===== src/hdl/eqf_pkg.sv =====
`default_nettype none

package eqf_pkg;

    localparam int DIM_W = 6;
    localparam int VAL_W = 32;
    localparam int ROW_W = 5;
    localparam int ACT_W = 2;
    localparam int APB_AW = 3;
    localparam int APB_DW = 32;

    localparam logic [DIM_W-1:0] DIM_RESET = 6'd32;

    localparam logic [ACT_W-1:0] ACT_MATRIX = 2'd0;
    localparam logic [ACT_W-1:0] ACT_CENTER = 2'd1;
    localparam logic [ACT_W-1:0] ACT_POINT  = 2'd2;

    localparam logic REG_DIM = 1'b0;

    typedef enum logic [2:0] {
        S_IDLE,
        S_DIFF,
        S_ROW,
        S_WAIT,
        S_FMUL,
        S_FACC,
        S_FORM
    } t_state;

endpackage

`default_nettype wire


===== src/hdl/eqf_regs.sv =====
`default_nettype none

module eqf_regs (
    input  wire                         i_clk,
    input  wire                         i_rst_n,
    input  wire                         psel,
    input  wire                         penable,
    input  wire                         pwrite,
    input  wire  [eqf_pkg::APB_AW-1:0]  paddr,
    input  wire  [eqf_pkg::APB_DW-1:0]  pwdata,
    output logic [eqf_pkg::APB_DW-1:0]  prdata,
    output logic                        pready,
    output logic [eqf_pkg::DIM_W-1:0]   o_dim
);
    import eqf_pkg::*;

    logic [DIM_W-1:0] r_dim;
    logic             wr_en;

    assign pready = 1'b1;
    assign wr_en  = psel && penable && pwrite && (paddr[2] == REG_DIM);

    always_ff @(posedge i_clk) begin
        if (!i_rst_n) begin
            r_dim <= DIM_RESET;
        end else if (wr_en) begin
            r_dim <= pwdata[DIM_W-1:0];
        end
    end

    always_comb begin
        prdata = '0;
        if (paddr[2] == REG_DIM) begin
            prdata = APB_DW'(r_dim);
        end
    end

    assign o_dim = r_dim;

endmodule

`default_nettype wire


===== config.mk =====
export PLATFORM = sky130hd
export DESIGN_NAME = eqf_regs
export DESIGN_NICKNAME = d
export VERILOG_FILES = /design/src/hdl/eqf_pkg.sv /design/src/hdl/eqf_regs.sv
export SDC_FILE = /design/constraint.sdc
export NUM_CORES = 1
export LEC_CHECK = 0
export BUFFER_PORTS_ARGS = -buffer_cell sky130_fd_sc_hd__clkbuf_2
export CORE_MARGIN = 2
export CORE_UTILIZATION = 30
export DETAILED_ROUTE_END_ITERATION = 6
export PLACE_DENSITY = 0.83
export SETUP_SLACK_MARGIN = 0.15
export SLEW_MARGIN = 10
export SYNTH_ARGS = -nofsm -noshare
export SYNTH_HDL_FRONTEND = slang
export SYNTH_SLANG_ARGS = --single-unit

===== constraint.sdc =====
create_clock -name i_clk -period 1.5 [get_ports i_clk]
set_input_delay 0.3 -clock i_clk [delete_from_list [all_inputs] [get_ports i_clk]]
set_output_delay 0.3 -clock i_clk [all_outputs]
set_load 0.05 [all_outputs]

==> impl_metrics.py <==
metrics = {
    "clocking": {
        "clock_path_buffers": 2,
        "cts.root.buffer_cell": "sky130_fd_sc_hd__clkbuf_4",
        "cts.hold.buffers_added": 0,
        "cts_resized": 0,
        "worstSkewPairLatency_ns": 0.23,
        "clkTransAtPathRegs_ns": 0.05,
        "cts_htree_levels": 1,
        "cts_setup_buffers": 0,
        "cts_num_sinks": 6,
        "cts_made_buffers": 3,
        "tritoncts": "done",
    },
    "layout": {
        "antennaDiodeCount": 0,
        "layout-drive-gt1-share_pct": 38.1,
        "nNetsFinal": 126,
        "layout_commonest_cell": "sky130_fd_sc_hd__conb_1",
        "fin_area_um2": 553,
        "number_of_flip_flops_in_the_largest_register": 6,
        "commonest_cells_after_routing_fill_and_taps_aside": "sky130_fd_sc_hd__conb_1 (27), sky130_fd_sc_hd__clkbuf_2 (23), sky130_fd_sc_hd__nand2_1 (10)",
        "synth_to_layout_area_growth_pct": 6.76,
        "fin_util_pct": 33.1,
    },
    "power": {
        "ir_drop_worst_vdd_uv": 315,
        "total_leakage_power_nw": 0.321,
        "power_frac_seq_pct": 31.7,
        "p_comb_share_pct": 40.8,
        "post-layout-total-power_mw": 0.523,
        "pwr-share-clk_pct": 27.4,
        "switching_power_mw": 0.245,
        "power.density_nw_per_um2": 946,
        "power.switching_fraction_pct": 46.8,
        "power_report.internal_total_mw": 0.278,
    },
    "hold_path": {
        "holdPathStages": 3,
        "hold-path-endpoint": "o_dim[3]",
        "holdCritPathClass": "in2reg",
        "worstHoldStart": "pwdata[3]",
    },
    "drt": {
        "wire_per_inst_um": 8.49,
        "drtAntennaViolNets": 0,
        "routed_wl_um": 857,
        "drcViolationCount": 0,
        "drt_pass1_iterations": 3,
        "routed_via_density": 3.64,
        "dr.first_iter.drc_count": 2,
        "dr_total_vias": 368,
    },
    "sta": {
        "timing.setup.tns_ns": 0,
        "worst_clock_skew_ns": 0,
        "final-max-slew-violation-count": 0,
        "period_minus_slack_ns": 1.30,
        "fin_crit_sh_pct": 86.3,
        "hold_viol": 0,
        "timing.final.ws_setup_ns": 0.205,
        "max_freq_mhz": 772,
        "rsz0062_at_grt": "false",
        "setup_violations": 0,
    },
    "critical_path": {
        "crit_buf_inv": 1,
        "critical-path-slowest-cell": "sky130_fd_sc_hd__dfxtp_1",
        "worstPathCellList": "and2b_2, clkbuf_2",
        "worst_path_largest_cell_delay_ns": 0.35,
        "worst_setup_slack_for_register_to_register_paths_ns": 0.87,
        "rr_worst_depth": 2,
        "worstPathRequired_ns": 1.20,
        "worstReg2RegStart": "o_dim[5]",
        "regToRegEndpoint": "o_dim[5]",
        "worstSetupPathType": "reg2out",
        "worst-endpoint-arrival_ns": 1.00,
        "worstPathMaxFanout": 3,
        "path_delay_family": "flip-flops",
        "critical_path.endpoint_type": "output port",
        "setup.worst_path.start_class": "register",
    },
    "global_route": {
        "pin_count_of_the_biggest_net_entering_global_routing": 13,
        "grt_pass1_vias": 300,
        "grt_antenna_before_repair": 0,
        "grt_usage_pct": 8.31,
        "grt_overflow_total": 0,
        "first_pass_grt_wire_length_um": 1190,
    },
    "logic_synthesis": {
        "yosysWarnings": 0,
        "synth_seq_area_share_pct": 23.2,
        "yosys.area.top_type": "sky130_fd_sc_hd__buf_4",
        "post_synth_inst_count": 62,
        "synth_area_um2": 518,
        "syn_area_per_cell_um2": 8.35,
        "synth_cell_types": 10,
        "post-synth-top-area-fraction_pct": 39.1,
        "synth.top_cells.by_area": "sky130_fd_sc_hd__buf_4 (39%), sky130_fd_sc_hd__dfxtp_1 (23%), sky130_fd_sc_hd__mux2i_1 (12%), sky130_fd_sc_hd__and2b_2 (10%), sky130_fd_sc_hd__nand2_1 (7.2%)",
        "ys_ff_latch": 6,
    },
    "floorplanning": {
        "die-width_um": 45.6,
        "initial_core_util_pct": 31.0,
        "die_span_in_y_um": 45.6,
        "std_cell_rows": 15,
        "placeableCoreArea_um2": 1670,
        "floorplan.io_pins": 79,
        "design.die.area_um2": 2080,
    },
    "outcome": {
        "result_of_the_run": "completed",
    },
    "run": {
        "max_cap_viol_count": 0,
    },
    "placement": {
        "numPortBuffers": 23,
        "detailed_place.area_um2": 531,
        "final_hpwl_from_detailed_placement_um": 759,
        "post-place-ws_ns": 0.210,
        "place_congestion": 0.652,
    },
}
## worst max path at each step
stage | startpoint | endpoint | slack, ns | cells past startpoint
after global placement | paddr[2] | prdata[1] | 0.27 | 3
after CTS | o_dim[1] | prdata[1] | 0.20 | 2
after global routing | o_dim[0] | prdata[0] | 0.17 | 2
after floorplan | o_dim[5] | prdata[5] | 0.19 | 1
after detailed placement | paddr[2] | o_dim[5] | 0.21 | 3
final | o_dim[1] | prdata[1] | 0.20 | 2
## worst min-delay path: stages
cell                       delay (ns)
sky130_fd_sc_hd__clkbuf_2        0.08
sky130_fd_sc_hd__nand2_1         0.04
sky130_fd_sc_hd__mux2i_1         0.05
## Yosys cell counts, drive strengths merged
| cell | count |
|---|---|
| buf | 28 |
| mux2i | 6 |
| dfxtp | 6 |
| and2b | 6 |
| conb | 2 |
| nor2b | 2 |
| and4b | 1 |
| clkbuf | 1 |
| nand2 | 10 |
## final cells by class
type                            instances  area [um2]
Sequential cell                         6         120
Timing Repair Buffer                   23         115
Multi-Input combinational cell         52         274
Clock buffer                            3        22.5
Tap cell                               17        21.3
Fill cell                             191        1120
## power groups by stage
stage | clock [mW] | combinational, mW | sequential [mW]
after global placement | 0 | 0.211 | 0.169
after floorplan | 0 | 0.233 | 0.181
after global routing | 0.149 | 0.224 | 0.166
after detailed placement | 0 | 0.213 | 0.169
final | 0.143 | 0.214 | 0.166
after CTS | 0.148 | 0.213 | 0.166
## metal layers
metal  up-vias  global-route usage, %  share of wire, %  routed length (um)
li1        182                      -                 -                   -
met1       166                   7.21                34                 291
met2        20                   16.1                57                 485
met3         0                   3.57               9.3                  80
met4         0                   3.53                 0                   0
met5         -                      0                 0                   0
## per-stage QoR
stage | std cells | hold WS, ns
2_1_floorplan | 87 | 0.442
3_3_place_gp | 98 | 0.454
3_5_place_dp | 98 | 0.462
4_1_cts | 101 | 0.288
5_1_grt | 101 | 0.312
6_report | 101 | 0.293
## logic make-up after synthesis
kind of cell,count (synthesis),share of synthesized area (%)
buf+inv,29,42.0
simple gates,19,21.7
mux,6,11.6
flops,6,23.2
other cells,2,1.45
No activity file was read; power rests on OpenSTA's default activity.
